===== config.mk =====
export PLATFORM = sky130hd
export DESIGN_NAME = lcvm_setup
export DESIGN_NICKNAME = d
export VERILOG_FILES = /design/src/rtl/lcvm_pkg.sv /design/src/rtl/lcvm_setup.sv
export SDC_FILE = /design/constraint.sdc
export NUM_CORES = 2
export LEC_CHECK = 0
export ABC_CLOCK_PERIOD_IN_PS = 15350
export BUFFER_PORTS_ARGS = -buffer_cell sky130_fd_sc_hd__buf_4
export CORE_ASPECT_RATIO = 1.4
export CORE_MARGIN = 2
export CORE_UTILIZATION = 28
export CTS_BUF_LIST = sky130_fd_sc_hd__clkbuf_16
export CTS_CLUSTER_SIZE = 40
export DETAILED_ROUTE_END_ITERATION = 16
export GPL_ROUTABILITY_DRIVEN = 1
export SYNTH_ARGS = -nofsm -noshare
export SYNTH_HDL_FRONTEND = slang
export SYNTH_SLANG_ARGS = --single-unit

===== constraint.sdc =====
create_clock -name clk -period 15.35 [get_ports clk]
set_input_delay 1.535 -clock clk [delete_from_list [all_inputs] [get_ports clk]]
set_output_delay 1.535 -clock clk [all_outputs]
set_load 0.005 [all_outputs]

===== src/rtl/lcvm_pkg.sv =====
// Shared types, constants and helper functions for the line clip and viewport map block.
package lcvm_pkg;

  localparam int CB = 12;
  localparam int DB = CB + 1;
  localparam int PB = 2 * CB;
  localparam int SW = PB + 2;
  localparam int DIV_LAT = PB;
  localparam int LATENCY = 2 * DIV_LAT + 5;
  localparam int IDX_BITS = 3;

  localparam logic [IDX_BITS-1:0] REG_WINDOW_LEFT = IDX_BITS'(0);
  localparam logic [IDX_BITS-1:0] REG_WINDOW_RIGHT = IDX_BITS'(1);
  localparam logic [IDX_BITS-1:0] REG_WINDOW_BOTTOM = IDX_BITS'(2);
  localparam logic [IDX_BITS-1:0] REG_WINDOW_TOP = IDX_BITS'(3);
  localparam logic [IDX_BITS-1:0] REG_DEVICE_WIDTH_MAX = IDX_BITS'(4);
  localparam logic [IDX_BITS-1:0] REG_DEVICE_HEIGHT_MAX = IDX_BITS'(5);

  localparam logic OP_LINE = 1'b0;
  localparam logic OP_POINT = 1'b1;

  typedef struct packed {
    logic [CB-1:0] wl;
    logic [CB-1:0] wr;
    logic [CB-1:0] wb;
    logic [CB-1:0] wt;
    logic [CB-1:0] dwm;
    logic [CB-1:0] dhm;
  } cfg_t;

  typedef struct packed {
    logic          op;
    logic [CB-1:0] x1;
    logic [CB-1:0] y1;
    logic [CB-1:0] x2;
    logic [CB-1:0] y2;
    logic          in1;
    logic          in2;
    logic          degen;
    logic [3:0]    en;
    logic [3:0]    neg;
  } side_t;

  typedef struct packed {
    logic          op;
    logic          vis;
    logic [CB-1:0] p0x;
    logic [CB-1:0] p0y;
    logic [CB-1:0] p1x;
    logic [CB-1:0] p1y;
  } sel_t;

  function automatic logic signed [DB-1:0] diff(input logic [CB-1:0] a,
                                                input logic [CB-1:0] b);
    diff = $signed({1'b0, a}) - $signed({1'b0, b});
  endfunction

  function automatic logic [CB-1:0] mag(input logic signed [DB-1:0] v);
    logic signed [DB-1:0] n;
    n = -v;
    mag = v[DB-1] ? n[CB-1:0] : v[CB-1:0];
  endfunction

  function automatic logic between(input logic [CB-1:0] a, input logic [CB-1:0] b,
                                   input logic [CB-1:0] e);
    between = !((a < e && b < e) || (a > e && b > e));
  endfunction

endpackage


===== src/rtl/lcvm_setup.sv =====
// Edge crossing setup: differences, inside tests, crossing numerators and denominators.
module lcvm_setup (
  input  logic                              clk,
  input  logic                              rst,
  input  logic                              in_valid,
  input  logic                              op,
  input  logic [lcvm_pkg::CB-1:0]           x1,
  input  logic [lcvm_pkg::CB-1:0]           y1,
  input  logic [lcvm_pkg::CB-1:0]           x2,
  input  logic [lcvm_pkg::CB-1:0]           y2,
  input  lcvm_pkg::cfg_t                    cfg,
  output logic                              out_valid,
  output lcvm_pkg::side_t                   side,
  output logic [3:0][lcvm_pkg::PB-1:0]      num,
  output logic [3:0][lcvm_pkg::CB-1:0]      den
);

  logic signed [lcvm_pkg::DB-1:0] dx, dy;
  logic signed [lcvm_pkg::DB-1:0] t [4];
  logic [lcvm_pkg::CB-1:0]        mdx, mdy;
  lcvm_pkg::side_t                side_next;

  always_comb begin
    dx = lcvm_pkg::diff(x2, x1);
    dy = lcvm_pkg::diff(y2, y1);
    mdx = lcvm_pkg::mag(dx);
    mdy = lcvm_pkg::mag(dy);
    t[0] = lcvm_pkg::diff(cfg.wl, x1);
    t[1] = lcvm_pkg::diff(cfg.wr, x1);
    t[2] = lcvm_pkg::diff(cfg.wb, y1);
    t[3] = lcvm_pkg::diff(cfg.wt, y1);
    side_next.op = op;
    side_next.x1 = x1;
    side_next.y1 = y1;
    side_next.x2 = x2;
    side_next.y2 = y2;
    side_next.in1 = x1 >= cfg.wl && x1 <= cfg.wr && y1 >= cfg.wb && y1 <= cfg.wt;
    side_next.in2 = x2 >= cfg.wl && x2 <= cfg.wr && y2 >= cfg.wb && y2 <= cfg.wt;
    side_next.degen = cfg.wl == cfg.wr || cfg.wb == cfg.wt;
    side_next.en[0] = dx != '0 && lcvm_pkg::between(x1, x2, cfg.wl);
    side_next.en[1] = dx != '0 && lcvm_pkg::between(x1, x2, cfg.wr);
    side_next.en[2] = dy != '0 && lcvm_pkg::between(y1, y2, cfg.wb);
    side_next.en[3] = dy != '0 && lcvm_pkg::between(y1, y2, cfg.wt);
    side_next.neg[0] = t[0][lcvm_pkg::DB-1] ^ dy[lcvm_pkg::DB-1] ^ dx[lcvm_pkg::DB-1];
    side_next.neg[1] = t[1][lcvm_pkg::DB-1] ^ dy[lcvm_pkg::DB-1] ^ dx[lcvm_pkg::DB-1];
    side_next.neg[2] = t[2][lcvm_pkg::DB-1] ^ dx[lcvm_pkg::DB-1] ^ dy[lcvm_pkg::DB-1];
    side_next.neg[3] = t[3][lcvm_pkg::DB-1] ^ dx[lcvm_pkg::DB-1] ^ dy[lcvm_pkg::DB-1];
  end

  always_ff @(posedge clk) begin
    if (rst) begin
      out_valid <= 1'b0;
    end else begin
      out_valid <= in_valid;
    end
  end

  always_ff @(posedge clk) begin
    side <= side_next;
    num[0] <= lcvm_pkg::PB'(lcvm_pkg::mag(t[0])) * lcvm_pkg::PB'(mdy);
    num[1] <= lcvm_pkg::PB'(lcvm_pkg::mag(t[1])) * lcvm_pkg::PB'(mdy);
    num[2] <= lcvm_pkg::PB'(lcvm_pkg::mag(t[2])) * lcvm_pkg::PB'(mdx);
    num[3] <= lcvm_pkg::PB'(lcvm_pkg::mag(t[3])) * lcvm_pkg::PB'(mdx);
    den[0] <= mdx;
    den[1] <= mdx;
    den[2] <= mdy;
    den[3] <= mdy;
  end

endmodule


==> metrics <==
outcome completed; Post-synth EDFFs 0; drt pass-1 iters 5; met3 Resource Use GR 0.02642; f_max 0.1050 GHz; Hold Violations, Final 0; HP Class in -> reg; most common cell after layout, fill and taps aside inv_1; total vias in the final route 24020; syn_nets 4312; flip-flop and latch area 3623 um2; Multi-input gate area 22660 um2; total clock sinks 181; Reg clk slew, reported paths 0.08 ns; row count 140; Slew Viols, Final 0; slowest cell on the critical path o41a_1; core area 103900 um2; first-pass GRT wire length 136.0 mm; Residual DRC 0; total CTS buffers 17; Synth Register Bits 181; vias in the first global route 24940; total negative setup slack 0 ns; CP max FO 15; ranking of synthesized cells by area fa_1 (28%), ha_1 (16%), dfxtp_1 (12%), inv_1 (8.5%), nand2_1 (4.9%); GRT Util Overall 0.1636; synthesized instance count 3408; nets 4568; drt via density 4.778; Max Cap Violations 0; Root Driver clkbuf_16; share of layout cells above drive strength 1 0.1199; post-DP HPWL 71.37 mm; Crit path largest cell delay 0.57 ns; Worst Setup Start Kind primary input; initial antenna violation count 5; critical path's most frequent cell inv_1; mapped cell area 29330 um2; Post-DRT Antenna Nets 0; Final Critical Period 9.524 ns; worst setup path startpoint y2[0]; Final Cycle Share 0.6205; gpl congestion 0.9157; setup slack after layout 5.826 ns; Filler cells 10910; sequential area share after synthesis 0.1236; Final Hold Slack 1.110 ns; post-CTS resize count 0; final setup fails 0; CP Class in -> reg; Synth top area share 0.2772; Die Footprint 107400 um2; most frequent cells in the layout inv_1 (661), fa_1 (406), nand2_1 (385); asr flop ratio synth 0; die span in y 386.9 um; Initial Util 0.2823; synth unique cells 91; CTS tree yes; GR Layer Usage met1 0.2012; CTS Hold Bufs 0; RSZ-0062 raised after global routing no; WHS Path Cells 1; CP Capture Type flop; I/O pin total 329; Routed WL 86.08 mm; area grow syn2layout 14.80%; Starting DRT DRC Count 1202; post-synthesis area per instance 8.605 um2; Setup Fix Bufs, Post-CTS 0; Ys Warns 0; gr busiest metal met2; port buffer count 304; headroom to the max-slew limit 0.1743; Clock Path Buffers 2; largest net degree at the start of global routing 26; met2 usage in global routing 0.2881; HP Start op; htree depth 4; gr ovfl total 0; cell accounting for the most synthesized area fa_1; CP required 15.80 ns; ys flop type dfxtp_1; WL per Instance 17.12 um; Place WS 4.851 ns; Arrival @ worst endpoint 9.97 ns; Die Width 277.5 um; worst slew pin tran 1.234 ns; hold path endpoint side[59]$_DFF_P_
## metal layers
layer / wire length, um / up-vias
met5: 12 / -
met4: 2404 / 2
met3: 4118 / 105
met2: 42540 / 650
met1: 37000 / 11950
li1: - / 11320
## synthesized netlist by cell type (6+ instances only)
cell	instances
or3_1	18
and3_1	22
xnor2_2	6
fa_1	406
buf_2	27
nand2_1	385
xnor2_1	113
o211ai_1	16
nor2b_1	41
a31oi_1	21
a211oi_1	15
xor2_1	71
clkbuf_1	51
nor4_1	16
o21bai_1	10
o21ai_0	62
nand3b_1	7
nand4_1	18
buf_4	28
dfxtp_1	181
a221oi_1	11
nor2_1	232
nor3b_1	9
ha_1	374
nor3_1	51
o21a_1	28
a21o_1	60
and4_1	7
o31a_1	10
o31ai_1	10
nand2b_1	51
or2_2	9
inv_1	661
a21oi_1	117
nand3_1	37
and2_1	97
a211o_1	7
## worst max-delay path by stage
stage                                  to  slack (ns)
after floorplan           num[70]$_DFF_P_        6.76
after global placement    num[70]$_DFF_P_        4.86
after global routing      num[95]$_DFF_P_        5.41
after detailed placement  num[70]$_DFF_P_        4.85
final                     num[47]$_DFF_P_        5.83
after CTS                 num[70]$_DFF_P_        5.45
## registers in the layout, indices dropped and copies added, names as in the netlist
signal     cells
num           96
side          60
out_valid      1
den           24
## worst max-delay path: cells and delay by family
family,cells,cell delay [ns]
compound gates,9,2.57
xor+xnor,2,0.28
fa+ha+maj,8,3.38
buf+inv,9,1.18
simple gates,5,0.99
## through the flow
stage          std cells  cell area (um2)    util
3_5_place_dp        4993            33090  0.3185
4_1_cts             5025            33660  0.3240
5_1_grt             5026            33660  0.3241
2_1_floorplan       3408            29330       -
6_report            5027            33670  0.3241
3_3_place_gp        4993            33090  0.3185
## cells by family (layout without fill, tap and decap cells)
kind of cell               Yosys count  in the layout  synth area share
and+or+nand+nor                   1015           1015            0.1623
adders and majority gates          780            780            0.4367
buffers and inverters              780           1049            0.1058
AOI/OAI and AO/OA                  447            447            0.1061
xor gates and xnor gates           196            196           0.06225
DFF                                181            181            0.1236
muxes                                9              9          0.003243
other                                0              1                 0
## final cells by class
class,instances,share of cell area
sequential,181,0.1076
antenna,1,0.00007433
multi-input combinational,2447,0.6729
timing repair buffer,348,0.07753
inverter,669,0.07474
clock buffer,17,0.01264
clock inverter,15,0.004311
tap,1349,0.05014
Power is left out: the tool's default activity adds up to more than one toggle a clock period on the data nets, which glitch-free logic cannot reach.
