`src/rtl/lcvm_pkg.sv`:
```
// Shared types, constants and helper functions for the line clip and viewport map block.
package lcvm_pkg;

  localparam int CB = 12;
  localparam int DB = CB + 1;
  localparam int PB = 2 * CB;
  localparam int SW = PB + 2;
  localparam int DIV_LAT = PB;
  localparam int LATENCY = 2 * DIV_LAT + 5;
  localparam int IDX_BITS = 3;

  localparam logic [IDX_BITS-1:0] REG_WINDOW_LEFT = IDX_BITS'(0);
  localparam logic [IDX_BITS-1:0] REG_WINDOW_RIGHT = IDX_BITS'(1);
  localparam logic [IDX_BITS-1:0] REG_WINDOW_BOTTOM = IDX_BITS'(2);
  localparam logic [IDX_BITS-1:0] REG_WINDOW_TOP = IDX_BITS'(3);
  localparam logic [IDX_BITS-1:0] REG_DEVICE_WIDTH_MAX = IDX_BITS'(4);
  localparam logic [IDX_BITS-1:0] REG_DEVICE_HEIGHT_MAX = IDX_BITS'(5);

  localparam logic OP_LINE = 1'b0;
  localparam logic OP_POINT = 1'b1;

  typedef struct packed {
    logic [CB-1:0] wl;
    logic [CB-1:0] wr;
    logic [CB-1:0] wb;
    logic [CB-1:0] wt;
    logic [CB-1:0] dwm;
    logic [CB-1:0] dhm;
  } cfg_t;

  typedef struct packed {
    logic          op;
    logic [CB-1:0] x1;
    logic [CB-1:0] y1;
    logic [CB-1:0] x2;
    logic [CB-1:0] y2;
    logic          in1;
    logic          in2;
    logic          degen;
    logic [3:0]    en;
    logic [3:0]    neg;
  } side_t;

  typedef struct packed {
    logic          op;
    logic          vis;
    logic [CB-1:0] p0x;
    logic [CB-1:0] p0y;
    logic [CB-1:0] p1x;
    logic [CB-1:0] p1y;
  } sel_t;

  function automatic logic signed [DB-1:0] diff(input logic [CB-1:0] a,
                                                input logic [CB-1:0] b);
    diff = $signed({1'b0, a}) - $signed({1'b0, b});
  endfunction

  function automatic logic [CB-1:0] mag(input logic signed [DB-1:0] v);
    logic signed [DB-1:0] n;
    n = -v;
    mag = v[DB-1] ? n[CB-1:0] : v[CB-1:0];
  endfunction

  function automatic logic between(input logic [CB-1:0] a, input logic [CB-1:0] b,
                                   input logic [CB-1:0] e);
    between = !((a < e && b < e) || (a > e && b > e));
  endfunction

endpackage

```
`src/rtl/lcvm_sel.sv`:
```
// Candidate point selection followed by the device mapping numerators.
module lcvm_sel (
  input  logic                              clk,
  input  logic                              rst,
  input  logic                              in_valid,
  input  lcvm_pkg::side_t                   side,
  input  logic [3:0][lcvm_pkg::PB-1:0]      quo,
  input  lcvm_pkg::cfg_t                    cfg,
  output logic                              out_valid,
  output lcvm_pkg::sel_t                    sel,
  output logic [3:0][lcvm_pkg::PB-1:0]      num
);

  logic signed [lcvm_pkg::PB:0]   qs [4];
  logic signed [lcvm_pkg::SW-1:0] c [4];
  logic signed [lcvm_pkg::SW-1:0] lo [4];
  logic signed [lcvm_pkg::SW-1:0] hi [4];
  logic [lcvm_pkg::CB-1:0]        base [4];
  logic [lcvm_pkg::CB-1:0]        cx [6];
  logic [lcvm_pkg::CB-1:0]        cy [6];
  logic [5:0]                     cv;
  logic [1:0]                     n;
  lcvm_pkg::sel_t                 sel_next;
  lcvm_pkg::sel_t                 sa;
  logic                           va;

  always_comb begin
    base[0] = side.y1;
    base[1] = side.y1;
    base[2] = side.x1;
    base[3] = side.x1;
    lo[0] = $signed({{(lcvm_pkg::SW-lcvm_pkg::CB){1'b0}}, cfg.wb});
    hi[0] = $signed({{(lcvm_pkg::SW-lcvm_pkg::CB){1'b0}}, cfg.wt});
    lo[2] = $signed({{(lcvm_pkg::SW-lcvm_pkg::CB){1'b0}}, cfg.wl});
    hi[2] = $signed({{(lcvm_pkg::SW-lcvm_pkg::CB){1'b0}}, cfg.wr});
    lo[1] = lo[0];
    hi[1] = hi[0];
    lo[3] = lo[2];
    hi[3] = hi[2];
    for (int k = 0; k < 4; k++) begin
      qs[k] = side.neg[k] ? -$signed({1'b0, quo[k]}) : $signed({1'b0, quo[k]});
      c[k] = $signed({{(lcvm_pkg::SW-lcvm_pkg::PB-1){qs[k][lcvm_pkg::PB]}}, qs[k]})
           + $signed({{(lcvm_pkg::SW-lcvm_pkg::CB){1'b0}}, base[k]});
    end
    cx[0] = side.x1;
    cy[0] = side.y1;
    cx[1] = side.x2;
    cy[1] = side.y2;
    cx[2] = cfg.wl;
    cy[2] = c[0][lcvm_pkg::CB-1:0];
    cx[3] = cfg.wr;
    cy[3] = c[1][lcvm_pkg::CB-1:0];
    cx[4] = c[2][lcvm_pkg::CB-1:0];
    cy[4] = cfg.wb;
    cx[5] = c[3][lcvm_pkg::CB-1:0];
    cy[5] = cfg.wt;
    cv[0] = side.in1;
    cv[1] = side.in2 && side.op == lcvm_pkg::OP_LINE;
    for (int k = 0; k < 4; k++) begin
      cv[k+2] = side.op == lcvm_pkg::OP_LINE && side.en[k] && c[k] >= lo[k] && c[k] <= hi[k];
    end
    n = 2'd0;
    sel_next.p0x = '0;
    sel_next.p0y = '0;
    sel_next.p1x = '0;
    sel_next.p1y = '0;
    for (int i = 0; i < 6; i++) begin
      if (cv[i]) begin
        if (n == 2'd0) begin
          sel_next.p0x = cx[i];
          sel_next.p0y = cy[i];
        end else if (n == 2'd1) begin
          sel_next.p1x = cx[i];
          sel_next.p1y = cy[i];
        end
        if (n != 2'd2) begin
          n = n + 2'd1;
        end
      end
    end
    sel_next.op = side.op;
    if (side.op == lcvm_pkg::OP_POINT) begin
      sel_next.vis = side.in1 && !side.degen;
    end else begin
      sel_next.vis = n == 2'd2 && !side.degen;
    end
  end

  always_ff @(posedge clk) begin
    if (rst) begin
      va <= 1'b0;
      out_valid <= 1'b0;
    end else begin
      va <= in_valid;
      out_valid <= va;
    end
  end

  always_ff @(posedge clk) begin
    sa <= sel_next;
    sel <= sa;
    num[0] <= lcvm_pkg::PB'(sa.p0x - cfg.wl) * lcvm_pkg::PB'(cfg.dwm);
    num[1] <= lcvm_pkg::PB'(cfg.wt - sa.p0y) * lcvm_pkg::PB'(cfg.dhm);
    num[2] <= lcvm_pkg::PB'(sa.p1x - cfg.wl) * lcvm_pkg::PB'(cfg.dwm);
    num[3] <= lcvm_pkg::PB'(cfg.wt - sa.p1y) * lcvm_pkg::PB'(cfg.dhm);
  end

endmodule

```
`config.mk`:
```
export PLATFORM = sky130hd
export DESIGN_NAME = lcvm_sel
export DESIGN_NICKNAME = d
export VERILOG_FILES = /design/src/rtl/lcvm_pkg.sv /design/src/rtl/lcvm_sel.sv
export SDC_FILE = /design/constraint.sdc
export NUM_CORES = 2
export LEC_CHECK = 0
export BUFFER_PORTS_ARGS = -buffer_cell sky130_fd_sc_hd__buf_2
export CORE_MARGIN = 3
export CORE_UTILIZATION = 64
export CTS_BUF_LIST = sky130_fd_sc_hd__clkbuf_8
export DETAILED_ROUTE_END_ITERATION = 7
export PLACE_DENSITY = 0.84
export SLEW_MARGIN = 20
export SYNTH_ARGS = -nofsm -noshare
export SYNTH_HDL_FRONTEND = slang
export SYNTH_SLANG_ARGS = --single-unit
```
`constraint.sdc`:
```
create_clock -name clk -period 10.9 [get_ports clk]
set_input_delay 1.635 -clock clk [delete_from_list [all_inputs] [get_ports clk]]
set_output_delay 1.635 -clock clk [all_outputs]
set_load 0.1 [all_outputs]
```
==> impl_metrics.json <==
{
  "final_util_pct": 69.7,
  "via_per_inst": 5.93,
  "required_ps": 11360,
  "portBuffers": 377,
  "worstSkewPairLatency_ps": 590,
  "fin_crit_ps": 9180,
  "hp-class": "reg -> reg",
  "avgSynthCellArea_sq_um": 8.47,
  "rsz0062_at_grt": "false",
  "reg2reg_from": "sa[12]",
  "cpMostUsedCell": "ha_1",
  "cts_tree": "built",
  "dieWidth_um": 257,
  "antenna_found_initial": 20,
  "grt_overflow": 0,
  "hold_buffers": 0,
  "period_share_pct": 84.2,
  "ys_ff_latch": 198,
  "routed_wl_mm": 113,
  "ys_top_cells_by_area": "fa_1 28%, ha_1 13%, dfxtp_1 9.8%",
  "synth_nets": 5986,
  "setup_viol": 0,
  "postCtsSetupRepairBufs": 0,
  "yosysUniqueCellTypes": 89,
  "cts.path.max_buffers": 2,
  "end_kind": "register",
  "final_layout_size_suffix_gt1_share_pct": 10.9,
  "synthFlopType": "dfxtp_1",
  "path_class": "in -> reg",
  "die-area_sq_mm": 0.0661,
  "ys_warn_count": 0,
  "hold_start": "sa[49]",
  "synthTopCellsByCount": "830 x inv_1, 568 x fa_1, 497 x nand2_1, 428 x ha_1, 274 x and2_1",
  "synth_seq_area_share_pct": 9.83,
  "fin_skew_ps": 26.7,
  "synth_area_sq_mm": 0.0403,
  "grt_max_degree": 43,
  "avgRoutedWirePerCell_um": 19.3,
  "status": "finished, final reports clean",
  "drc": 0,
  "cp-start-kind": "input pin",
  "finalMaxSlewViolations": 0,
  "reg2regPathDepth": 33,
  "first_pass_iters": 6,
  "synth.most_common_cell": "inv_1",
  "cts_buffers": 17,
  "grt_pass1_vias": 34800,
  "ant_nets": 0,
  "ioPinCount": 378,
  "num_vias": 34700,
  "hold_viol": 0,
  "synth_top_area_cell": "fa_1",
  "whs_endpoint": "sel[49]",
  "rrSetupSlack_ps": 2540,
  "slowest_delay_ps": 910,
  "fin_nets": 6216,
  "synth_edf_count": 0,
  "worst_pin_slew_ps": 1080,
  "synthCells": 4759,
  "routabilityCongestion": 1.04,
  "async_reset_ff_share_pct": 0,
  "cts-root-buf": "clkbuf_8",
  "grt_pass1_wl_mm": 181,
  "hold_depth": 0,
  "rows": 91,
  "slew-limit-headroom_pct": 26.4,
  "start_util_pct": 65.0,
  "path_max_fanout": 26,
  "slowest_stage": "a2111oi_0",
  "cts_resized": 0,
  "grt_use_total_pct": 34.4,
  "fmax_mhz": 109,
  "tns_ps": 0,
  "dp_hpwl_mm": 92.1,
  "maxCapViolCount": 0,
  "rr_endpoint": "num[71]",
  "cts.htree.levels": 4,
  "fp.dieH_um": 257,
  "path_clk_slew_ps": 130,
  "clock-sinks": 198,
  "drt_iter0_markers": 2800,
  "core_area_sq_mm": 0.0621,
  "yosysTopAreaCellShare_pct": 28.2,
  "worstPathArrival_ps": 9650,
  "synthToLayoutAreaGrowth_pct": 7.32
}
[cell families after synthesis]
kind of cell    count (synthesis)  synth area share, %
compound gates                723                 12.2
xor+xnor                      261                 5.67
simple gates                 1419                 17.9
mux                           118                 3.04
buf+inv                      1044                 9.87
flops                         198                 9.83
fa+ha+maj                     996                 41.5
[worst max path at each step]
stage / cells after the start / endpoint / from
2_1_floorplan: 30 / num[95] / cfg[25]
3_5_place_dp: 34 / num[71] / cfg[61]
3_3_place_gp: 34 / num[71] / cfg[61]
4_1_cts: 34 / num[71] / cfg[61]
6_report: 35 / sa[7] / quo[25]
5_1_grt: 34 / num[71] / cfg[61]
[flip-flops by register name, indices dropped and copies added, names as in the netlist]
signal and count:
num 96, out_valid 1, sa 50, sel 50
va 1
[critical path: cells and delay by family]
kind / cells / cell delay (ps)
compound gates: 13 / 3200
simple gates: 8 / 1930
fa+ha+maj: 5 / 1320
buf+inv: 5 / 670
xor+xnor: 3 / 650
mux: 1 / 200
[area by class of cell]
type / count / area, sq um
clock buffers: 19 / 262
fillers: 4851 / 18800
clock inverters: 13 / 185
flip-flops and latches: 198 / 3960
inverters: 831 / 3120
well taps: 837 / 1050
diodes: 11 / 27.5
repair buffers: 424 / 2240
multi-input cells: 3517 / 32400
[stage by stage]
step / cells / area (sq um) / setup slack, ps / hold slack, ps
final: 5850 / 43300 / 1720 / 344
after global routing: 5846 / 43300 / 1180 / 346
after CTS: 5839 / 43200 / 1850 / 344
after detailed placement: 5807 / 42800 / 1180 / 318
after global placement: 5807 / 42800 / 1400 / 315
after floorplan: 4759 / 40300 / 2100 / 310
[per-layer routing]
| metal | track usage (%) | routed length (um) | vias to the layer above | part of all wire, % |
|---|---|---|---|---|
| li1 | - | - | 15900 | - |
| met1 | 45.5 | 45300 | 16800 | 40 |
| met5 | 0 | 116 | - | 0.10 |
| met3 | 6.88 | 10600 | 319 | 9.4 |
| met4 | 16.6 | 5460 | 20 | 4.8 |
| met2 | 54.3 | 51300 | 1684 | 46 |
[layout by cell type (no fill, tap or decap), drive strengths merged, types with 55 or more instances in the layout]
master  count
nor3       67
o21ai     159
a21oi     141
fa        568
nand2b     99
inv       837
nand2     497
ha        428
and2      274
buf       424
nor2b      69
xor2       55
xnor2     206
mux2i      81
nor2      187
dfxtp     198
Power is left out: the tool's default activity adds up to more than one toggle a clock period on the data nets, which glitch-free logic cannot reach.
