## config.mk

```make
export PLATFORM = sky130hd
export DESIGN_NAME = lcvm_div
export DESIGN_NICKNAME = d
export VERILOG_FILES = /design/src/rtl/lcvm_pkg.sv /design/src/rtl/lcvm_div.sv
export SDC_FILE = /design/constraint.sdc
export NUM_CORES = 1
export LEC_CHECK = 0
export BUFFER_PORTS_ARGS = -buffer_cell sky130_fd_sc_hd__buf_2
export CAP_MARGIN = 20
export CORE_ASPECT_RATIO = 1.75
export CORE_UTILIZATION = 50
export DETAILED_ROUTE_END_ITERATION = 8
export GPL_TIMING_DRIVEN = 0
export PLACE_DENSITY = 0.66
export REMOVE_ABC_BUFFERS = 1
export SLEW_MARGIN = 30
export SYNTH_ARGS = -nofsm -noshare
export SYNTH_HDL_FRONTEND = slang
export SYNTH_SLANG_ARGS = --single-unit
```

## constraint.sdc

```tcl
create_clock -name clk -period 3 [get_ports clk]
set_clock_uncertainty 0.05 [all_clocks]
set_input_delay 0.45 -clock clk [delete_from_list [all_inputs] [get_ports clk]]
set_output_delay 0.45 -clock clk [all_outputs]
set_load 0.03 [all_outputs]
```

## src/rtl/lcvm_pkg.sv

```systemverilog
// Shared types, constants and helper functions for the line clip and viewport map block.
package lcvm_pkg;

  localparam int CB = 12;
  localparam int DB = CB + 1;
  localparam int PB = 2 * CB;
  localparam int SW = PB + 2;
  localparam int DIV_LAT = PB;
  localparam int LATENCY = 2 * DIV_LAT + 5;
  localparam int IDX_BITS = 3;

  localparam logic [IDX_BITS-1:0] REG_WINDOW_LEFT = IDX_BITS'(0);
  localparam logic [IDX_BITS-1:0] REG_WINDOW_RIGHT = IDX_BITS'(1);
  localparam logic [IDX_BITS-1:0] REG_WINDOW_BOTTOM = IDX_BITS'(2);
  localparam logic [IDX_BITS-1:0] REG_WINDOW_TOP = IDX_BITS'(3);
  localparam logic [IDX_BITS-1:0] REG_DEVICE_WIDTH_MAX = IDX_BITS'(4);
  localparam logic [IDX_BITS-1:0] REG_DEVICE_HEIGHT_MAX = IDX_BITS'(5);

  localparam logic OP_LINE = 1'b0;
  localparam logic OP_POINT = 1'b1;

  typedef struct packed {
    logic [CB-1:0] wl;
    logic [CB-1:0] wr;
    logic [CB-1:0] wb;
    logic [CB-1:0] wt;
    logic [CB-1:0] dwm;
    logic [CB-1:0] dhm;
  } cfg_t;

  typedef struct packed {
    logic          op;
    logic [CB-1:0] x1;
    logic [CB-1:0] y1;
    logic [CB-1:0] x2;
    logic [CB-1:0] y2;
    logic          in1;
    logic          in2;
    logic          degen;
    logic [3:0]    en;
    logic [3:0]    neg;
  } side_t;

  typedef struct packed {
    logic          op;
    logic          vis;
    logic [CB-1:0] p0x;
    logic [CB-1:0] p0y;
    logic [CB-1:0] p1x;
    logic [CB-1:0] p1y;
  } sel_t;

  function automatic logic signed [DB-1:0] diff(input logic [CB-1:0] a,
                                                input logic [CB-1:0] b);
    diff = $signed({1'b0, a}) - $signed({1'b0, b});
  endfunction

  function automatic logic [CB-1:0] mag(input logic signed [DB-1:0] v);
    logic signed [DB-1:0] n;
    n = -v;
    mag = v[DB-1] ? n[CB-1:0] : v[CB-1:0];
  endfunction

  function automatic logic between(input logic [CB-1:0] a, input logic [CB-1:0] b,
                                   input logic [CB-1:0] e);
    between = !((a < e && b < e) || (a > e && b > e));
  endfunction

endpackage

```

## src/rtl/lcvm_div.sv

```systemverilog
// Pipelined restoring divider that retires one quotient bit per stage.
module lcvm_div (
  input  logic                    clk,
  input  logic [lcvm_pkg::PB-1:0] num,
  input  logic [lcvm_pkg::CB-1:0] den,
  output logic [lcvm_pkg::PB-1:0] quo
);

  logic [lcvm_pkg::PB-1:0] a [lcvm_pkg::PB+1];
  logic [lcvm_pkg::CB-1:0] r [lcvm_pkg::PB];
  logic [lcvm_pkg::CB-1:0] d [lcvm_pkg::PB];

  assign a[0] = num;
  assign r[0] = '0;
  assign d[0] = den;

  for (genvar s = 0; s < lcvm_pkg::PB; s++) begin : g_stage
    logic [lcvm_pkg::CB:0] trial;
    logic [lcvm_pkg::CB:0] rest;
    logic                  take;

    assign trial = {r[s], a[s][lcvm_pkg::PB-1]};
    assign take = trial >= {1'b0, d[s]};
    assign rest = take ? trial - {1'b0, d[s]} : trial;

    always_ff @(posedge clk) begin
      a[s+1] <= {a[s][lcvm_pkg::PB-2:0], take};
    end

    if (s < lcvm_pkg::PB - 1) begin : g_carry
      always_ff @(posedge clk) begin
        r[s+1] <= rest[lcvm_pkg::CB-1:0];
        d[s+1] <= d[s];
      end
    end
  end

  assign quo = a[lcvm_pkg::PB];

endmodule

```

==> results of run 1 <==
-- repair_timing --
item                                    4_1_cts  5_1_grt
endpoints found under the setup margin      130       35
pin swaps                                    16        2
gates cloned                                  0        0
hold endpoints to repair                     41        0
buffers inserted                             25        1
hold buffers                                 36        0
resized for setup                             5       10
-- worst max path at each step --
stage                      start              endpoint
after detailed placement  d[109]  g_stage[15].trial[8]
after floorplan           d[265]   g_stage[2].trial[7]
after global placement    d[265]   g_stage[2].trial[1]
after global routing       d[28]  g_stage[22].trial[7]
final                     d[196]   g_stage[8].trial[5]
after CTS                  d[73]  g_stage[18].trial[3]
-- sequential cells by signal (all words and copies together), names as in the netlist --
register and flops:
d 276, quo 24, g_stage.trial 276, a 552
-- power by group through the flow --
stage	clock network (uW)	registers [uW]	logic, uW
2_1_floorplan	0	19200	11500
3_3_place_gp	0	19400	14700
3_5_place_dp	0	19400	15100
4_1_cts	13700	19100	15500
5_1_grt	14300	19400	16900
6_report	13200	19100	15400
-- kinds of logic after synthesis --
group,after synthesis
buffers and inverters,415
AO/OA/AOI/OAI,551
flip-flops,1128
AND/OR/NAND/NOR,464
XOR/XNOR,196
adder cells (fa/ha/maj),300
multiplexers,250
-- routing by layer --
metal / share of wire, % / GRT usage [%]
met2: 63 / 41.54
met1: 26 / 11.04
met5: 0 / 0
met3: 2.7 / 3.158
met4: 7.8 / 14.78
-- per-stage QoR --
stage               hold slack (ns)  setup TNS, ns  cell area, um^2  utilization (%)  power [uW]
floorplan                    0.2596        -0.1002            38480                -       30720
global placement             0.2597         -68.73            40070            51.91       34130
detailed placement           0.2621         -13.81            40220            52.10       34520
CTS                          0.2647              0            44220            57.29       48340
global route                 0.2699              0            44250            57.33       50500
finish                       0.2596              0            44250            57.33       47720
-- layout by cell type (no fill, tap or decap), drive strengths merged, types with 27 or more instances in the layout --
master / n
a31oi: 44
nor2: 127
dlygate4sd3: 36
nand2b: 29
a2111oi: 27
ha: 278
nor2b: 61
dfxtp: 1128
a21o: 148
inv: 351
mux2i: 48
xor2: 74
nand2: 97
nand3: 61
clkbuf: 132
xnor2: 122
buf: 103
o21ai: 86
a21oi: 150
mux2: 202
-- worst reg2reg max path, stage by stage, from the launching register on --
cell and delay [ns]:
dfxtp_1 0.32, inv_1 0.05, ha_1 0.37, and2_4 0.20, a221o_1 0.31, a31o_1 0.29, a41o_1 0.32, a31oi_2 0.31
o21ai_4 0.24, mux2_4 0.37
-- final cells by class --
cell class | instances | area, um^2
Clock buffer | 132 | 2769
Clock inverter | 40 | 668.1
Timing Repair Buffer | 139 | 998.5
Tap cell | 1027 | 1285
Sequential cell | 1128 | 22580
Fill cell | 6465 | 32940
Multi-Input combinational cell | 1761 | 14650
Inverter | 346 | 1299
==> results.md, run 1 <==
* Status: finished, final reports clean
* Final WS setup at 0.06288 ns
* Hold Startpoint: a[145]
* Mapped Cells at 3304
* Endpoints failing hold at 0
* Simple-gate share of the synthesized area at 5.895%
* Vias in the first global route at 24150
* Wire per inst at 15.62 um
* Crit path max-delay family: compound AO/OA/AOI/OAI gates
* Die height at 371.0 um
* Setup Viol. Count Final at 0
* Layout cells sized above 1 at 14.10%
* Clk network pwr share at 27.7%
* Buf+Inv Stages, Crit Path at 1
* First-pass GRT wire length at 111400 um
* Max Clock Freq at 340.5 MHz
* Ys async rst share at 0%
* Leakage power at 0.02062 uW
* Starting density of the core at 50.40%
* Crit. path cell count at 9
* Hold Path Stages at 0
* Sequential share of the synthesized area at 58.05%
* Final std cells w/o fill at 4573
* Cell accounting for the most synthesized area: dfxtp_1
* Net Sw Frac at 30.28%
* Slowest stage delay, CP at 0.37 ns
* Tmin final at 2.937 ns
* IO Pins at 61
* WHS Endpoint: a[122]
* List of most frequent post-synthesis cells: dfxtp_1 (1128), inv_1 (346), ha_1 (278)
* Mapped Area at 38900 um^2
* Arr. time, crit path at 3.44 ns
* Crit. End Element: flop
* Maxcap violations at 0
* Cell Int Power at 33270 uW
* 1st-iter DRT viols at 639
* Reg-to-reg startpoint: d[196]
* Synth warnings at 0
* Input/output buffers at 60
* Area Growth Syn to Fin at 13.76%
* Mux share of post-synthesis cell area at 7.150%
* Synthesized area per cell at 11.77 um^2
* Most frequent cell after synthesis: dfxtp_1
* Vias at 22900
* Max FO, Critical Path at 13
* Comb power frac at 32.3%
* Worst slew pin tran at 0.8480 ns
* Flops & latches, synth at 1128
* DR vias/cell at 5.009
* Clock-pin slew on the worst setup and hold paths at 0.06 ns
* Clock Sinks at 1128
* Routed Antenna Nets at 0
* Die W at 212.9 um
* Rows at 135
* Worst R2R End: g_stage[8].trial[5]
* DP Worst Slack at -0.2660 ns
* Power Density at 1078 nW/um^2
* Total track usage at 18.37%
* Flop-to-flop setup slack at 0.06 ns
* Placed cell count at 4339
* Final slew viol count at 0
* Drt pass-1 iters at 5
* H-tree Lvls at 3
* Initial antenna violation count at 0
* DRC Markers at 0
* Synth top area share at 58.05%
* Antenna fix cells at 0
* HPWL Detailed at 54080 um
* Seq pwr share at 40.0%
* Slew headroom at 42.00%
* Synth Flop Type: dfxtp_1
* FF-to-FF path depth at 9
* Worst skew pair latency at 0.69 ns
* Clock Tree Buf Depth at 3
* Critical path class: reg2reg
* Crit path launch type: flop
* Compound-gate portion of the synthesized area at 10.01%
* Critical path's slowest cell: ha_1
* Grt total ovfl at 0
* Main combinational cell family by area after synthesis: adder cells
* RSZ-0062 raised after global routing: false
* Largest net degree at the start of global routing at 20
* Fin nets at 3809
* Area contributors post-synth: dfxtp_1 (58%), ha_1 (8.9%), mux2_2 (5.6%)
* Post-synth EDFFs at 0
* Drt total wl at 71420 um
* CTS tree: built
* Root Buffer: clkbuf_16
* Netlist cell types at 54
* Peak supply drop at 586.2 uV
* Core outline area at 77190 um^2
* Cell Chain, Critical Path: inv_1, ha_1, and2_4, a221o_1, a31o_1, a41o_1, a31oi_2, o21ai_4, mux2_4
* Psw at 14450 uW
* Period Utilization, post-route at 97.90%
* Gpl congestion at 0.8298
* Worst EP required at 3.51 ns
* HP Class: reg2reg
* Synth Area in XOR/XNOR at 4.413%
* Die area at 78970 um^2
* Total CTS buffers at 96
* Adder and majority gate portion of the synthesized area at 10.07%
No activity file was read; power rests on OpenSTA's default activity.
==> run 2: changes to the inputs <==
CELL_PAD_IN_SITES_DETAIL_PLACEMENT = 1   (was unset)
CELL_PAD_IN_SITES_GLOBAL_PLACEMENT = 2   (was unset)
CORE_UTILIZATION = 43   (was 50)
PLACE_DENSITY = unset   (was 0.66)
PLACE_DENSITY_LB_ADDON = 0.1   (was unset)
==> run 2 against run 1 <==
Worst setup slack improved by 0.076 ns. Cell area rose by 0.79%. Count of clock-buffer cells in the layout rose by 1. Die area rose by 16%. Largest power group unchanged. Non-clock buffer count fell by 2.
==> results.md, run 2 (same netlist as run 1, synthesis figures left out) <==
* Core outline area at 89440 um^2 (was 77190 um^2)
* Arr. time, crit path at 3.38 ns (was 3.44 ns)
* HPWL Detailed at 63550 um (was 54080 um)
* Vias in the first global route at 26220 (was 24150)
* Die height at 399.9 um (was 371.0 um)
* 1st-iter DRT viols at 570 (was 639)
* Finished layout cell area at 44610 um^2 (was 44250 um^2)
* Comb power frac at 32.4% (was 32.3%)
* Top routing layer in use: met4 (unchanged)
* Maxcap violations at 0 (unchanged)
* Largest net degree at the start of global routing at 20 (unchanged)
* Die area at 91730 um^2 (was 78970 um^2)
* Clock Tree Buf Depth at 3 (unchanged)
* Slew headroom at 51.35% (was 42.00%)
* Setup TNS at 0 ns (unchanged)
* DRC Markers at 0 (unchanged)
* First-pass GRT wire length at 131100 um (was 111400 um)
* WHS at 0.2708 ns (was 0.2596 ns)
* Worst skew pair latency at 0.69 ns (about the same)
* Met2 wire len at 52250 um (was 45240 um)
* Critical path class: reg2reg (unchanged)
* Rows at 145 (was 135)
* Vias at 23270 (was 22900)
* Biggest register: a (unchanged)
* Reg-to-reg startpoint: d[220] (was d[196])
* Critical path origin: d[220] (was d[196])
* Crit. End Element: flop (unchanged)
* Grt total ovfl at 0 (unchanged)
* Gpl congestion at 0.8241 (was 0.8298)
* Total track usage at 18.21% (was 18.37%)
* Final slew viol count at 0 (unchanged)
* Endpoints failing hold at 0 (unchanged)
* Max FO, Critical Path at 8 (was 13)
* Net Sw Frac at 31.35% (was 30.28%)
* FF-to-FF path depth at 10 (was 9)
* Max FFs per register at 552 (unchanged)
* Drt pass-1 iters at 4 (was 5)
* DR vias/cell at 4.913 (was 5.009)
* Psw at 15190 uW (was 14450 uW)
* Drt total wl at 82510 um (was 71420 um)
* Setup Viol. Count Final at 0 (unchanged)
* Hold Startpoint: a[480] (was a[145])
* Commonest non-fill, non-tap cell in the layout: dfxtp_1 (unchanged)
* Met1 Wirelength at 24670 um (was 18700 um)
* Worst slew pin tran at 0.7221 ns (was 0.8480 ns)
* Fin util at 49.87% (was 57.33%)
* Layout cells sized above 1 at 14.44% (was 14.10%)
* Fin nets at 3811 (was 3809)
* Period Utilization, post-route at 95.37% (was 97.90%)
* Initial antenna violation count at 0 (unchanged)
* Register area at 22580 um^2 (unchanged)
* Total CTS buffers at 100 (was 96)
* Power Density at 1086 nW/um^2 (was 1078 nW/um^2)
* Input/output buffers at 60 (unchanged)
* Root Buffer: clkbuf_16 (unchanged)
* Cell Int Power at 33250 uW (was 33270 uW)
* Hold Path Stages at 0 (unchanged)
* Tmin final at 2.861 ns (was 2.937 ns)
* Most frequent cells in the layout: dfxtp_1 (1128), inv_1 (346), ha_1 (278), mux2_2 (195), a21oi_1 (149) (was dfxtp_1 (1128), inv_1 (346), ha_1 (278), mux2_2 (195))
* Clock Sinks at 1128 (unchanged)
* DR WL met3 at 2005 um (was 1899 um)
* Crit path launch type: flop (unchanged)
* H-tree Lvls at 3 (unchanged)
* Area of placed instances at 40350 um^2 (was 40220 um^2)
* Starting density of the core at 43.49% (was 50.40%)
* Clock-pin slew on the worst setup and hold paths at 0.07 ns (was 0.06 ns)
* CTS tree: built (unchanged)
* Worst EP required at 3.52 ns (was 3.51 ns)
* Leakage power at 0.02067 uW (was 0.02062 uW)
* Routed Antenna Nets at 0 (unchanged)
* Die W at 229.4 um (was 212.9 um)
* Wire per inst at 17.42 um (was 15.62 um)
* Status: finished, final reports clean (unchanged)
* Clk network pwr share at 27.7% (about the same)
* IO Pins at 61 (unchanged)
* Fillers at 9321 (was 6465)
* Multi-input logic area at 14660 um^2 (was 14650 um^2)
* HP Class: reg2reg (unchanged)
* Antenna fix cells at 0 (unchanged)
* Seq pwr share at 39.9% (was 40.0%)
* Peak supply drop at 507.3 uV (was 586.2 uV)
* Max Clock Freq at 349.5 MHz (was 340.5 MHz)
* Area Growth Syn to Fin at 14.66% (was 13.76%)
## run 2: cell types whose count changed in the layout (fill, tap and decap cells not counted), sizes merged
cell | before | now
buf | 103 | 101
bufinv | 15 | 11
clkbuf | 132 | 133
clkinv | 18 | 25
clkinvlp | 2 | 10
inv | 351 | 355
## run 2: metal layers
metal  vias up  GRT usage (%)
li1      11450              -
met1     11340          13.63
met2       273          41.35
met3       196          2.858
met4         0          9.143
met5         -              0
## run 2: repair_timing
action                                  in CTS  in global routing
endpoints found under the setup margin     172                 56
pin swaps                                   16                  3
buffers inserted                            23                  7
resized for setup                            4                  8
endpoints found under the hold margin       42                  0
hold buffers                                36                  0
## run 2: worst max-delay path, cell delays in order, from the launching register on
cell	delay, ns
dfxtp_1	0.33
inv_1	0.04
ha_1	0.38
a21o_1	0.20
a31oi_1	0.16
o21ai_1	0.20
o21ai_0	0.25
a21oi_1	0.14
a2111oi_4	0.40
buf_6	0.21
mux2_2	0.37
## run 2: final cells by class
class / instances / share of cell area [%]
Clock buffer: 133 / 6.339
Clock inverter: 55 / 1.618
Inverter: 346 / 2.912
Multi-Input combinational cell: 1761 / 32.87
Sequential cell: 1128 / 50.62
Tap cell: 1176 / 3.299
Timing Repair Buffer: 137 / 2.337
## run 2: worst paths after layout
path	endpoint	slack [ns]
max	g_stage[6].trial[3]	0.14
min	a[457]	0.27
max reg2reg	g_stage[6].trial[3]	0.14
min reg2reg	a[457]	0.27
## run 2: power groups by stage
stage / Clock, uW / Sequential (uW) / Combinational, uW
detailed placement: 0 / 19700 / 15400
global placement: 0 / 19600 / 14800
floorplan: 0 / 19200 / 11500
CTS: 14000 / 19400 / 15900
global route: 14600 / 19600 / 17300
finish: 13400 / 19300 / 15700
## run 2: per-stage QoR
step           power (uW)  setup WS (ns)  std cells
2_1_floorplan       30720        -0.1002       3235
3_3_place_gp        34440         -1.077       4471
3_5_place_dp        35130        -0.3468       4482
4_1_cts             49270       0.006231       4729
5_1_grt             51430       -0.02714       4736
6_report            48440         0.1390       4736
==> run 3: changes to the inputs <==
CORE_UTILIZATION = 46   (was 43)
clock period = 3.3 ns   (was 3 ns; I/O delays follow)
==> run 3 against run 2 <==
Via count is essentially flat. Critical endpoint is now g_stage[12].trial[6]. Combinational power shrank 10%. Hold slack lost 0.0015 ns. Highest routed layer unchanged. Sequential share of layout area grew 0.53 points.
==> results.md, run 3 (same netlist as run 1, synthesis figures left out) <==
* M3 GR Usage at 2.810% (was 2.858%)
* Rows at 140 (was 145)
* Vias in the first global route at 26310 (was 26220)
* Critical path class: reg2reg (unchanged)
* DRC Markers at 0 (unchanged)
* Hold Startpoint: a[352] (was a[480])
* Worst slew pin tran at 0.7282 ns (was 0.7221 ns)
* Die W at 221.8 um (was 229.4 um)
* Endpoints failing hold at 0 (unchanged)
* Status: finished, final reports clean (unchanged)
* Core outline area at 83560 um^2 (was 89440 um^2)
* Cell Int Power at 29940 uW (was 33250 uW)
* Die area at 85780 um^2 (was 91730 um^2)
* Worst skew pair latency at 0.69 ns (about the same)
* Tmin final at 3.139 ns (was 2.861 ns)
* CTS tree: built (unchanged)
* Comb power frac at 32.5% (was 32.4%)
* Critical path origin: d[148] (was d[220])
* Die height at 386.7 um (was 399.9 um)
* Psw at 13580 uW (was 15190 uW)
* HPWL Detailed at 63160 um (was 63550 um)
* Area Growth Syn to Fin at 13.48% (was 14.66%)
* IO Pins at 61 (unchanged)
* Total CTS buffers at 96 (was 100)
* Drt total wl at 81670 um (was 82510 um)
* Fin nets at 3795 (was 3811)
* Reg-to-reg startpoint: d[148] (was d[220])
* Total track usage at 19.31% (was 18.21%)
* Biggest register: a (unchanged)
* Max FFs per register at 552 (unchanged)
* Commonest non-fill, non-tap cell in the layout: dfxtp_1 (unchanged)
* Crit. End Element: flop (unchanged)
* Net Sw Frac at 31.20% (was 31.35%)
* Input/output buffers at 60 (unchanged)
* Seq pwr share at 40.3% (was 39.9%)
* 1st-iter DRT viols at 553 (was 570)
* HP Class: reg2reg (unchanged)
* Initial antenna violation count at 0 (unchanged)
* DR vias/cell at 5.049 (was 4.913)
* Drt pass-1 iters at 4 (unchanged)
* Leakage power at 0.02051 uW (was 0.02067 uW)
* Max Clock Freq at 318.5 MHz (was 349.5 MHz)
* WHS at 0.2693 ns (was 0.2708 ns)
* Met1 usage at 14.68% (was 13.63%)
* Top Usage Layer GRT: met2 (unchanged)
* Antenna fix cells at 0 (unchanged)
* H-tree Lvls at 3 (unchanged)
* Clock-pin slew on the worst setup and hold paths at 0.06 ns (was 0.07 ns)
* Routing usage on met2 at 43.34% (was 41.35%)
* Overall Power at 43520 uW (was 48440 uW)
* Clk network pwr share at 27.2% (was 27.7%)
* Slowest stage delay, CP at 0.54 ns (was 0.40 ns)
* Most frequent cells in the layout: dfxtp_1 (1128), inv_1 (346), ha_1 (278), mux2_2 (195), a21oi_1 (149) (unchanged)
* Power Density at 985.8 nW/um^2 (was 1086 nW/um^2)
* Slew headroom at 50.94% (was 51.35%)
* Clock Tree Buf Depth at 3 (unchanged)
* Clock Sinks at 1128 (unchanged)
* Wire per inst at 17.74 um (was 17.42 um)
* Grt total ovfl at 0 (unchanged)
* Setup Viol. Count Final at 0 (unchanged)
* Starting density of the core at 46.56% (was 43.49%)
* Crit path launch type: flop (unchanged)
* Layout cells sized above 1 at 13.73% (was 14.44%)
* Peak supply drop at 511.7 uV (was 507.3 uV)
* Arr. time, crit path at 3.64 ns (was 3.38 ns)
* Period Utilization, post-route at 95.13% (was 95.37%)
* Max FO, Critical Path at 7 (was 8)
* Final slew viol count at 0 (unchanged)
* Routed Antenna Nets at 0 (unchanged)
* Gpl congestion at 0.8466 (was 0.8241)
* Root Buffer: clkbuf_16 (unchanged)
* Largest net degree at the start of global routing at 20 (unchanged)
* Critical path's slowest cell: a2111oi_4 (unchanged)
* Vias at 23250 (was 23270)
* RSZ-0062 raised after global routing: false
* First-pass GRT wire length at 130800 um (was 131100 um)
* Maxcap violations at 0 (unchanged)
* Cell Chain, Critical Path: inv_1, ha_1, a21o_1, a31oi_1, o21ai_1, o21ai_0, a21oi_1, a2111oi_4, buf_4, mux2_2 (was inv_1, ha_1, a21o_1, a31oi_1, o21ai_1, o21ai_0, a21oi_1, a2111oi_4, buf_6, mux2_2)
* Worst EP required at 3.81 ns (was 3.52 ns)
[run 3: cell types whose count changed in the layout (fill, tap and decap cells not counted), sizes merged]
cell    change
clkbuf      +1
clkinv      -6
inv         -3
buf        -12
bufinv      -1
[run 3: final timing paths]
path         slack [ns]  cells past startpoint                    to
max reg2reg        0.16                     10  g_stage[12].trial[6]
min                0.27                      0                a[329]
min reg2reg        0.27                      0                a[329]
max                0.16                     10  g_stage[12].trial[6]
[run 3: stage by stage]
step	cell area (um^2)	setup WS, ns	std cells	utilization (%)	TNS, ns
finish	44150	0.1606	4604	52.83	0
detailed placement	40220	-0.1085	4372	48.14	-1.404
global placement	40120	-0.6782	4360	48.01	-13.76
global route	44150	0.01465	4604	52.83	0
CTS	44010	0.002332	4589	52.67	0
floorplan	38480	0.1998	3235	-	0
[run 3: critical path: cells and delay by family, from the launching register on]
family                     cells  cell delay (ns)
AOI/OAI and AO/OA              6             1.52
buffers and inverters          2             0.35
DFF                            1             0.34
muxes                          1             0.37
adders and majority gates      1             0.40
[run 3: cell type report]
| cell class | instances | area, um^2 |
|---|---|---|
| multi-input cells | 1761 | 14640 |
| repair buffers | 125 | 894.6 |
| flip-flops and latches | 1128 | 22580 |
| fillers | 8638 | 39410 |
| inverters | 346 | 1299 |
| clock inverters | 45 | 593.1 |
| clock buffers | 134 | 2808 |
| well taps | 1065 | 1333 |
[run 3: power by group through the flow]
| stage | Combinational (uW) | Clock [uW] | Sequential (uW) |
|---|---|---|---|
| final | 14100 | 11800 | 17500 |
| after global routing | 15500 | 12800 | 17800 |
| after CTS | 14200 | 12200 | 17600 |
| after detailed placement | 14000 | 0 | 17900 |
| after global placement | 13400 | 0 | 17800 |
| after floorplan | 10400 | 0 | 17500 |
[run 3: timing repair]
item	4_1_cts	5_1_grt
endpoints found under the setup margin	25	22
resized for setup	0	1
buffers inserted	2	11
pin swaps	5	5
endpoints found under the hold margin	37	0
hold buffers	36	0
[run 3: routing by layer]
| layer | routed length (um) | vias up |
|---|---|---|
| met5 | 0 | - |
| met3 | 1875 | 221 |
| met2 | 51350 | 300 |
| li1 | - | 11420 |
| met1 | 24660 | 11300 |
| met4 | 3787 | 0 |
